--- src/hw/rtl/pwmc_pkg.sv ---
// shared constants, types and tables of the pwm channel duty controller
package pwmc_pkg;

  localparam int unsigned CLOCK_HZ        = 16000000;
  localparam int unsigned DUTY_FULL_SCALE = 1000;
  localparam int unsigned FREQ_CLAMP      = CLOCK_HZ / 2;
  localparam int unsigned DEFAULT_FREQ    = 1000;

  localparam int unsigned FREQ_W = 23;
  localparam int unsigned TICK_W = 17;
  localparam int unsigned DUTY_W = 16;
  localparam int unsigned PROD_W = TICK_W + DUTY_W;
  localparam int unsigned DIV_W  = 35;
  localparam int unsigned CNT_W  = $clog2(DIV_W + 1);

  localparam logic [DUTY_W-1:0] DUTY_FS   = DUTY_W'(DUTY_FULL_SCALE);
  localparam logic [DUTY_W-1:0] DUTY_HALF = DUTY_W'(DUTY_FULL_SCALE / 2);
  localparam logic [TICK_W-1:0] TICKS_MAX = TICK_W'(65536);

  typedef enum logic [1:0] {
    OP_INIT  = 2'd0,
    OP_SET   = 2'd1,
    OP_STOP  = 2'd2,
    OP_START = 2'd3
  } op_t;

  typedef enum logic [1:0] {
    ST_APPLIED   = 2'd0,
    ST_BAD_CHAN  = 2'd1,
    ST_SKIPPED   = 2'd2,
    ST_NO_MAP    = 2'd3
  } status_t;

  typedef enum logic [1:0] {
    MODE_LOW  = 2'd0,
    MODE_HIGH = 2'd1,
    MODE_PWM  = 2'd2,
    MODE_KEEP = 2'd3
  } mode_t;

  typedef enum logic [1:0] {
    MAP_NONE    = 2'd0,
    MAP_ROUTE   = 2'd1,
    MAP_UNROUTE = 2'd2
  } map_t;

  typedef enum logic [2:0] {
    SQ_PICK_GO,
    SQ_PICK_WAIT,
    SQ_IDLE,
    SQ_EVAL,
    SQ_MUL,
    SQ_CMP_GO,
    SQ_CMP_WAIT,
    SQ_FIN
  } seq_state_t;

  // result item, first field in the msbs so status sits at bit 0
  typedef struct packed {
    logic [15:0] period_value;
    logic [1:0]  prescale_select;
    logic        map_high_byte;
    logic [3:0]  map_register;
    map_t        map_action;
    logic [15:0] compare_value;
    mode_t       output_mode;
    status_t     status;
  } res_t;

  typedef struct packed {
    logic             start;
    logic [DIV_W-1:0] num;
    logic [DIV_W-1:0] den;
  } div_req_t;

  typedef struct packed {
    logic             done;
    logic [DIV_W-1:0] quot;
  } div_rsp_t;

  typedef struct packed {
    logic       ok;
    logic [3:0] reg_idx;
    logic       hi;
  } pin_map_t;

  // prescaler shift for code 0..3: by 1, 8, 64, 256
  function automatic logic [3:0] presc_shift(input logic [1:0] code);
    case (code)
      2'd0:    presc_shift = 4'd0;
      2'd1:    presc_shift = 4'd3;
      2'd2:    presc_shift = 4'd6;
      default: presc_shift = 4'd8;
    endcase
  endfunction

  function automatic pin_map_t pin_lookup(input logic [6:0] pin);
    pin_map_t m;
    m = '{ok: 1'b1, reg_idx: 4'd0, hi: 1'b0};
    case (pin)
      7'd20:   m.reg_idx = 4'd0;
      7'd35:   begin m.reg_idx = 4'd0; m.hi = 1'b1; end
      7'd36:   m.reg_idx = 4'd1;
      7'd37:   begin m.reg_idx = 4'd1; m.hi = 1'b1; end
      7'd38:   m.reg_idx = 4'd2;
      7'd39:   begin m.reg_idx = 4'd2; m.hi = 1'b1; end
      7'd40:   m.reg_idx = 4'd3;
      7'd41:   begin m.reg_idx = 4'd3; m.hi = 1'b1; end
      7'd42:   m.reg_idx = 4'd4;
      7'd43:   begin m.reg_idx = 4'd4; m.hi = 1'b1; end
      7'd54:   m.reg_idx = 4'd5;
      7'd55:   begin m.reg_idx = 4'd5; m.hi = 1'b1; end
      7'd56:   m.reg_idx = 4'd6;
      7'd57:   begin m.reg_idx = 4'd6; m.hi = 1'b1; end
      7'd97:   begin m.reg_idx = 4'd7; m.hi = 1'b1; end
      7'd118:  begin m.reg_idx = 4'd8; m.hi = 1'b1; end
      7'd120:  m.reg_idx = 4'd9;
      default: m.ok = 1'b0;
    endcase
    return m;
  endfunction

endpackage

--- src/hw/rtl/pwmc_div.sv ---
// shared restoring divider, one quotient bit per cycle
module pwmc_div (
  input  logic              clk,
  input  logic              rst_n,
  input  pwmc_pkg::div_req_t req,
  output pwmc_pkg::div_rsp_t rsp
);
  import pwmc_pkg::*;

  logic             busy_r, busy_nxt;
  logic             done_r, done_nxt;
  logic [CNT_W-1:0] cnt_r, cnt_nxt;
  logic [DIV_W-1:0] num_r, num_nxt;
  logic [DIV_W-1:0] rem_r, rem_nxt;
  logic [DIV_W-1:0] den_r, den_nxt;
  logic [DIV_W:0]   trial;
  logic             fits;

  assign trial = {rem_r, num_r[DIV_W-1]};
  assign fits  = trial >= {1'b0, den_r};

  always_comb begin
    busy_nxt = busy_r;
    done_nxt = 1'b0;
    cnt_nxt  = cnt_r;
    num_nxt  = num_r;
    rem_nxt  = rem_r;
    den_nxt  = den_r;
    if (req.start) begin
      busy_nxt = 1'b1;
      cnt_nxt  = CNT_W'(DIV_W);
      num_nxt  = req.num;
      rem_nxt  = '0;
      den_nxt  = req.den;
    end else if (busy_r) begin
      // quotient bits shift in where numerator bits leave
      num_nxt = {num_r[DIV_W-2:0], fits};
      rem_nxt = fits ? DIV_W'(trial - {1'b0, den_r}) : trial[DIV_W-1:0];
      cnt_nxt = cnt_r - 1'b1;
      if (cnt_r == CNT_W'(1)) begin
        busy_nxt = 1'b0;
        done_nxt = 1'b1;
      end
    end
  end

  always_ff @(posedge clk) begin
    if (!rst_n) begin
      busy_r <= 1'b0;
      done_r <= 1'b0;
      cnt_r  <= '0;
    end else begin
      busy_r <= busy_nxt;
      done_r <= done_nxt;
      cnt_r  <= cnt_nxt;
    end
    num_r <= num_nxt;
    rem_r <= rem_nxt;
    den_r <= den_nxt;
  end

  assign rsp.done = done_r;
  assign rsp.quot = num_r;

endmodule

--- src/hw/rtl/pwm_channel_duty_controller_unit.sv ---
// top level of the four-channel pwm duty controller
//
//  channel | dir | payload                                    | transfer when
//  in_     | in  | tuser: op; tdata: channel, duty, pin       | in_tvalid & in_tready
//  out_    | out | tdata: result item                         | out_tvalid & out_tready
//  cfg_    | in  | cfg_data: frequency_hz                     | cfg_valid & cfg_ready
//
// an item holds the sequencer through eval, multiply, divide start, the divider run and
// finish when it yields a compare value, else through eval and finish only
// a frequency write or reset runs the timer pick: 1 to 4 tries,
// in_tready and cfg_ready stay low meanwhile
// reset is synchronous, active low; reset starts a pick for 1000 hz
// a result waiting in the output register stalls only the next item's finish
module pwm_channel_duty_controller_unit (
  input  logic        clk,
  input  logic        rst_n,
  input  logic        in_tvalid,
  output logic        in_tready,
  input  logic [31:0] in_tdata,   // channel[2:0], duty[18:3], pin_number[25:19], zeros
  input  logic [1:0]  in_tuser,   // op[1:0]
  output logic        out_tvalid,
  input  logic        out_tready,
  // status[1:0], output_mode[3:2], compare_value[19:4], map_action[21:20],
  // map_register[25:22], map_high_byte[26], prescale_select[28:27],
  // period_value[44:29], zeros
  output logic [47:0] out_tdata,
  input  logic        cfg_valid,
  output logic        cfg_ready,
  input  logic [22:0] cfg_data
);
  import pwmc_pkg::*;

  seq_state_t        state_r, state_nxt;
  logic [FREQ_W-1:0] freq_r, freq_nxt;
  logic [1:0]        pick_r, pick_nxt;
  logic [1:0]        code_r, code_nxt;
  logic [TICK_W-1:0] ticks_r, ticks_nxt;

  // per-channel state, each entry read at the channel index of the item
  logic [DUTY_W-1:0] stored_r [4];
  logic [DUTY_W-1:0] stored_nxt [4];
  logic [3:0]        valid_r, valid_nxt;
  logic [3:0]        routed_r, routed_nxt;

  // captured item
  op_t               op_r, op_nxt;
  logic [2:0]        ch_r, ch_nxt;
  logic [DUTY_W-1:0] duty_r, duty_nxt;
  logic [6:0]        pin_r, pin_nxt;

  logic [DUTY_W-1:0] dc_r, dc_nxt;
  logic [PROD_W-1:0] prod_r, prod_nxt;
  res_t              res_r, res_nxt;
  res_t              out_r, out_nxt;
  logic              out_valid_r, out_valid_nxt;

  div_req_t          dreq;
  div_rsp_t          drsp;

  pwmc_div u_div (
    .clk  (clk),
    .rst_n(rst_n),
    .req  (dreq),
    .rsp  (drsp)
  );

  logic              cfg_fire, in_fire;
  assign cfg_ready = (state_r == SQ_IDLE);
  assign in_tready = (state_r == SQ_IDLE) && !cfg_valid;
  assign cfg_fire  = cfg_valid && cfg_ready;
  assign in_fire   = in_tvalid && in_tready;

  always_comb begin
    logic [DIV_W-1:0] f_eff;
    logic [DIV_W-1:0] den;
    logic [1:0]       idx;
    logic             ch_ok;
    logic             rout_eff;
    logic             val_eff;
    logic [DUTY_W-1:0] d_req;
    logic [DUTY_W-1:0] d_c;
    logic             release_it;
    pin_map_t         pm;
    logic [DIV_W-1:0] cval;

    state_nxt     = state_r;
    freq_nxt      = freq_r;
    pick_nxt      = pick_r;
    code_nxt      = code_r;
    ticks_nxt     = ticks_r;
    stored_nxt    = stored_r;
    valid_nxt     = valid_r;
    routed_nxt    = routed_r;
    op_nxt        = op_r;
    ch_nxt        = ch_r;
    duty_nxt      = duty_r;
    pin_nxt       = pin_r;
    dc_nxt        = dc_r;
    prod_nxt      = prod_r;
    res_nxt       = res_r;
    out_nxt       = out_r;
    out_valid_nxt = out_valid_r && !out_tready;
    dreq          = '{start: 1'b0, num: '0, den: '0};

    // effective frequency: zero means default, clamp to half the clock
    f_eff = (freq_r == '0) ? DIV_W'(DEFAULT_FREQ) : DIV_W'(freq_r);
    if (f_eff > DIV_W'(FREQ_CLAMP)) f_eff = DIV_W'(FREQ_CLAMP);
    den = f_eff << presc_shift(pick_r);

    idx        = ch_r[1:0] - 2'd1;
    ch_ok      = (ch_r >= 3'd1) && (ch_r <= 3'd4);
    rout_eff   = routed_r[idx] && (op_r != OP_INIT);
    val_eff    = valid_r[idx] && (op_r != OP_INIT);
    d_req      = (op_r == OP_START) ? stored_r[idx] : duty_r;
    d_c        = (d_req > DUTY_FS) ? DUTY_FS : d_req;
    release_it = 1'b0;
    pm         = pin_lookup(pin_r);
    cval       = drsp.quot;

    case (state_r)
      SQ_PICK_GO: begin
        dreq.start = 1'b1;
        dreq.num   = DIV_W'(CLOCK_HZ) + (den >> 1);
        dreq.den   = den;
        state_nxt  = SQ_PICK_WAIT;
      end
      SQ_PICK_WAIT: begin
        if (drsp.done) begin
          if (drsp.quot >= DIV_W'(2) && drsp.quot <= DIV_W'(65536)) begin
            code_nxt  = pick_r;
            ticks_nxt = drsp.quot[TICK_W-1:0];
            state_nxt = SQ_IDLE;
          end else if (pick_r == 2'd3) begin
            // nothing fits: slowest prescaler, full period
            code_nxt  = 2'd3;
            ticks_nxt = TICKS_MAX;
            state_nxt = SQ_IDLE;
          end else begin
            pick_nxt  = pick_r + 2'd1;
            state_nxt = SQ_PICK_GO;
          end
        end
      end
      SQ_IDLE: begin
        if (cfg_fire) begin
          freq_nxt  = cfg_data;
          pick_nxt  = 2'd0;
          state_nxt = SQ_PICK_GO;
        end else if (in_fire) begin
          op_nxt    = op_t'(in_tuser);
          ch_nxt    = in_tdata[2:0];
          duty_nxt  = in_tdata[18:3];
          pin_nxt   = in_tdata[25:19];
          state_nxt = SQ_EVAL;
        end
      end
      SQ_EVAL: begin
        res_nxt = '{period_value: 16'(ticks_r - 1'b1), prescale_select: code_r,
                    map_high_byte: 1'b0, map_register: 4'd0, map_action: MAP_NONE,
                    compare_value: 16'd0, output_mode: MODE_KEEP, status: ST_APPLIED};
        state_nxt = SQ_FIN;
        if (!ch_ok) begin
          res_nxt.status = ST_BAD_CHAN;
        end else if (op_r == OP_STOP) begin
          release_it             = 1'b1;
          valid_nxt[idx]         = 1'b0;
          res_nxt.output_mode    = MODE_LOW;
        end else begin
          if (op_r == OP_INIT) begin
            routed_nxt[idx] = 1'b0;
            valid_nxt[idx]  = 1'b0;
          end
          if (val_eff && stored_r[idx] == d_c) begin
            res_nxt.status = ST_SKIPPED;
          end else begin
            stored_nxt[idx] = d_c;
            valid_nxt[idx]  = 1'b1;
            if (d_c == '0 || d_c >= DUTY_FS) begin
              release_it          = 1'b1;
              res_nxt.output_mode = (d_c == '0) ? MODE_LOW : MODE_HIGH;
            end else if (!rout_eff && !pm.ok) begin
              valid_nxt[idx]      = 1'b0;
              res_nxt.status      = ST_NO_MAP;
              res_nxt.output_mode = MODE_LOW;
            end else begin
              if (!rout_eff) begin
                res_nxt.map_action    = MAP_ROUTE;
                res_nxt.map_register  = pm.reg_idx;
                res_nxt.map_high_byte = pm.hi;
                routed_nxt[idx]       = 1'b1;
              end
              res_nxt.output_mode = MODE_PWM;
              dc_nxt              = d_c;
              state_nxt           = SQ_MUL;
            end
          end
        end
        // release routing: the flag drops even when no register is written
        if (release_it && rout_eff) begin
          routed_nxt[idx] = 1'b0;
          if (pm.ok) begin
            res_nxt.map_action    = MAP_UNROUTE;
            res_nxt.map_register  = pm.reg_idx;
            res_nxt.map_high_byte = pm.hi;
          end
        end
      end
      SQ_MUL: begin
        prod_nxt  = PROD_W'(ticks_r) * PROD_W'(dc_r);
        state_nxt = SQ_CMP_GO;
      end
      SQ_CMP_GO: begin
        dreq.start = 1'b1;
        dreq.num   = DIV_W'(prod_r) + DIV_W'(DUTY_HALF);
        dreq.den   = DIV_W'(DUTY_FS);
        state_nxt  = SQ_CMP_WAIT;
      end
      SQ_CMP_WAIT: begin
        if (drsp.done) begin
          // hold the compare value inside 1..ticks-1
          if (cval == '0) cval = DIV_W'(1);
          if (cval >= DIV_W'(ticks_r)) cval = DIV_W'(ticks_r) - DIV_W'(1);
          res_nxt.compare_value = cval[15:0];
          state_nxt             = SQ_FIN;
        end
      end
      SQ_FIN: begin
        if (!out_valid_r || out_tready) begin
          out_nxt       = res_r;
          out_valid_nxt = 1'b1;
          state_nxt     = SQ_IDLE;
        end
      end
      default: state_nxt = SQ_IDLE;
    endcase
  end

  always_ff @(posedge clk) begin
    if (!rst_n) begin
      state_r     <= SQ_PICK_GO;
      freq_r      <= FREQ_W'(DEFAULT_FREQ);
      pick_r      <= 2'd0;
      code_r      <= 2'd0;
      ticks_r     <= '0;
      valid_r     <= '0;
      routed_r    <= '0;
      out_valid_r <= 1'b0;
      for (int i = 0; i < 4; i++) stored_r[i] <= '0;
    end else begin
      state_r     <= state_nxt;
      freq_r      <= freq_nxt;
      pick_r      <= pick_nxt;
      code_r      <= code_nxt;
      ticks_r     <= ticks_nxt;
      valid_r     <= valid_nxt;
      routed_r    <= routed_nxt;
      out_valid_r <= out_valid_nxt;
      stored_r    <= stored_nxt;
    end
    op_r   <= op_nxt;
    ch_r   <= ch_nxt;
    duty_r <= duty_nxt;
    pin_r  <= pin_nxt;
    dc_r   <= dc_nxt;
    prod_r <= prod_nxt;
    res_r  <= res_nxt;
    out_r  <= out_nxt;
  end

  assign out_tvalid = out_valid_r;
  assign out_tdata  = {3'b000, out_r};

endmodule

--- config.mk ---
export PLATFORM = sky130hd
export DESIGN_NAME = pwm_channel_duty_controller_unit
export DESIGN_NICKNAME = d
export VERILOG_FILES = /design/src/hw/rtl/pwmc_pkg.sv /design/src/hw/rtl/pwmc_div.sv /design/src/hw/rtl/pwm_channel_duty_controller_unit.sv
export SDC_FILE = /design/constraint.sdc
export NUM_CORES = 2
export LEC_CHECK = 0
export ABC_CLOCK_PERIOD_IN_PS = 9000
export BUFFER_PORTS_ARGS = -buffer_cell sky130_fd_sc_hd__buf_4
export CORE_MARGIN = 1
export CORE_UTILIZATION = 40
export DETAILED_ROUTE_END_ITERATION = 10
export GPL_TIMING_DRIVEN = 0
export SYNTH_ARGS = -nofsm -noshare
export SYNTH_HDL_FRONTEND = slang
export SYNTH_SLANG_ARGS = --single-unit
--- constraint.sdc ---
create_clock -name clk -period 9 [get_ports clk]
set_input_delay 0.9 -clock clk [delete_from_list [all_inputs] [get_ports clk]]
set_output_delay 0.9 -clock clk [all_outputs]
set_load 0.005 [all_outputs]
==> results_dict.tcl <==
set metrics [dict create \
    outcome "completed" \
    combinationalPowerShare_pct 15.4 \
    rows 100 \
    total_leakage_power_uw 0.0142 \
    slew_violations 0 \
    cts-buffers-inserted 44 \
    cts_max_level 2 \
    crit_path_start_kind "flip-flop" \
    tightest_slew_ns 1.17 \
    worstPathRequired_ns 9.31 \
    cp_max_fo 10 \
    wl_per_cell_um 19.4 \
    seqPwrFrac_pct 45.9 \
    antenna_found_initial 4 \
    end_kind "flip-flop" \
    die_h_um 276 \
    slew_headroom_pct 22.2 \
    ff2ff_setup_slack_ns 0.84 \
    finalSetupViolCount 0 \
    ant_nets 0 \
    overflow 0 \
    cts_tree "built" \
    fin_nets 3755 \
    core_mm2 0.0743 \
    critical_path_arrival_ns 8.47 \
    io_pins 113 \
    clk_pin_slew_ns 0.06 \
    critical_path_class "flip-flop to flip-flop" \
    drc 0 \
    maxCapViolCount 0 \
    fmax_mhz 123 \
    avgSynthCellArea_um2 9.53 \
    yosysSeqAreaShare_pct 34.6 \
    powerDensity_mw_per_mm2 136 \
    grtUsageTotal_pct 22.1 \
    finalClockSkew_ns 0.0310 \
    synth-edff-count 237 \
    synth_cells 3153 \
    dp.final_hpwl_um 65200 \
    ys_ff_latch 400 \
    cpPeakStageDelay_ns 0.63 \
    grt_pass1_vias 23500 \
    synth.cell_area_mm2 0.0300 \
    drt-total-wl_um 83600 \
    clkPwrFrac_pct 38.7 \
    fin_crit_sh_pct 90.6 \
    hp-class "flip-flop to flip-flop" \
    min_period_ns 8.16 \
    portBuffers 103 \
    clockBufferDepth 3 \
    synth-warning-count 0 \
    first_pass_iters 7 \
    dp_slack_ns 0.990 \
    p_int_uw 3280 \
    cts-root-buf "clkbuf_16" \
    timing.final.ws_setup_ns 0.844 \
    vias_per_cell 5.39 \
    place_congestion 0.961 \
    post-cts-setup-buffer-count 0 \
    detail_route.iter0.violations 1701 \
    yosys_most_used_dff "edfxtp_1" \
    critPathSlowestCell "clkbuf_1" \
    p_switching_uw 1280 \
    synth_cell_type_count 94 \
    rsz0062_at_grt "false" \
    ir_drop_v 0.000151 \
    synthTopCellsByArea "edfxtp_1 (24%), fa_1 (14%), dfxtp_1 (11%), ha_1 (7.1%), nand2_1 (4.6%)" \
    crit_top_cell "fa_1" \
    ctsResizeCount 0 \
    ys_async_sr_fraction_pct 0 \
    clock-sinks 400 \
    die_w_um 276 \
    grt_pass1_wl_um 133000 \
    initial_core_util_pct 40.4 \
    num_vias 23300 \
    synth.largest_area_cell "edfxtp_1" \
    cts_hold_buf 0 \
    grt_max_degree 40 \
    finalSetupTns_ns 0 \
    synth.top_cell.area_share_pct 23.7 \
    drive_gt1_share_pct 8.36 \
    dieArea_mm2 0.0762 \
    hold_viol_final 0 \
    syn_to_final_growth_pct 11.5 \
    switching_share_pct 28.1 \
    clock_latency_ns 0.60 \
]
==> worst max-delay path: cells and delay by family (launching register included) <==
family                   cells  cell delay (ns)
adder cells (fa/ha/maj)      7             3.50
XOR/XNOR                     1             0.14
buffers and inverters        5             1.39
AO/OA/AOI/OAI               10             2.16
flip-flops                   1             0.37
AND/OR/NAND/NOR              2             0.29
==> layer usage <==
metal,wire length (µm),GRT usage (%),vias up
li1,-,-,11000
met1,37600,30.2,11400
met2,39200,36.8,717
met3,4660,2.76,133
met4,2160,6.16,0
met5,0,0,-
==> cells in the final DEF (no fill, tap or decap), types with 81 or more instances in the layout <==
cell type / netlist / layout
nand2_1: 370 / 370
inv_1: 354 / 353
edfxtp_1: 237 / 237
fa_1: 209 / 209
nor2_1: 187 / 186
ha_1: 171 / 171
dfxtp_1: 163 / 163
clkbuf_1: 154 / 159
and2_1: 138 / 137
o21ai_0: 126 / 126
a21oi_1: 109 / 109
buf_4: 5 / 108
xnor2_1: 81 / 81
==> cell usage after synthesis (27+ instances only) <==
cell type,instances
a21o_1,27
inv_1,354
a22oi_1,28
clkbuf_1,154
nor2b_1,58
dfxtp_1,163
edfxtp_1,237
fa_1,209
and3_1,44
a21oi_1,109
nand4_1,27
o21ai_0,126
and2_1,138
nand2_1,370
nand3_1,66
mux2i_1,69
nor3_1,53
xnor2_1,81
a21boi_0,45
ha_1,171
xor2_1,43
nor2_1,187
==> power by group through the flow <==
stage / combinational [µW] / clock, µW / sequential [µW]
finish: 703 / 1760 / 2090
global route: 793 / 1870 / 2100
CTS: 704 / 1800 / 2090
detailed placement: 698 / 0 / 2130
global placement: 694 / 0 / 2130
floorplan: 521 / 0 / 2090
==> through the flow <==
stage	total power (µW)	instance area, µm²	hold WS (ns)	utilization [%]	std cells
2_1_floorplan	2610	30100	0.400	-	3161
3_3_place_gp	2830	32100	0.401	43.1	4233
3_5_place_dp	2830	32100	0.405	43.2	4236
4_1_cts	4600	33500	0.419	45.1	4317
5_1_grt	4770	33500	0.418	45.1	4317
6_report	4560	33500	0.418	45.1	4319
==> logic make-up after synthesis <==
kind of cell | after synthesis | share of synthesized area (%)
flip-flops | 400 | 34.6
other | 1 | 0.0125
multiplexers | 96 | 3.80
buffers and inverters | 534 | 6.84
AND/OR/NAND/NOR | 1062 | 17.5
AO/OA/AOI/OAI | 556 | 12.6
XOR/XNOR | 124 | 3.62
adder cells (fa/ha/maj) | 380 | 21.1
==> worst paths after layout <==
| kind | endpoint | cells after the start | from |
|---|---|---|---|
| setup / recovery | prod_r[32] | 25 | ticks_r[10] |
| setup reg to reg | prod_r[32] | 25 | ticks_r[10] |
| hold reg to reg | out_tdata[41] | 0 | res_r[41] |
| hold / removal | out_tdata[41] | 0 | res_r[41] |
==> flip-flops by register name, indices dropped and copies added (netlist names), 2 cells and up <==
signal	cells
duty_r	16
dc_r	16
freq_r	23
code_r	2
ch_r	3
op_r	2
u_div.den_r	35
stored_r	64
u_div.num_r	35
pin_r	7
prod_r	33
routed_r	4
out_tdata	45
ticks_r	17
pick_r	2
valid_r	4
u_div.rem_r	35
res_r	45
u_div.cnt_r	6
state_r	3
==> cell type report <==
| type | instances | area (µm²) |
|---|---|---|
| fill | 7312 | 40800 |
| multi-input combinational | 2227 | 17600 |
| sequential | 400 | 10400 |
| inverter | 354 | 1330 |
| tap | 969 | 1210 |
| clock buffer | 51 | 1150 |
| timing repair buffer | 106 | 816 |
| buffer | 180 | 727 |
| clock inverter | 30 | 238 |
| antenna | 2 | 5.00 |
(Power assumes the default switching activity.)
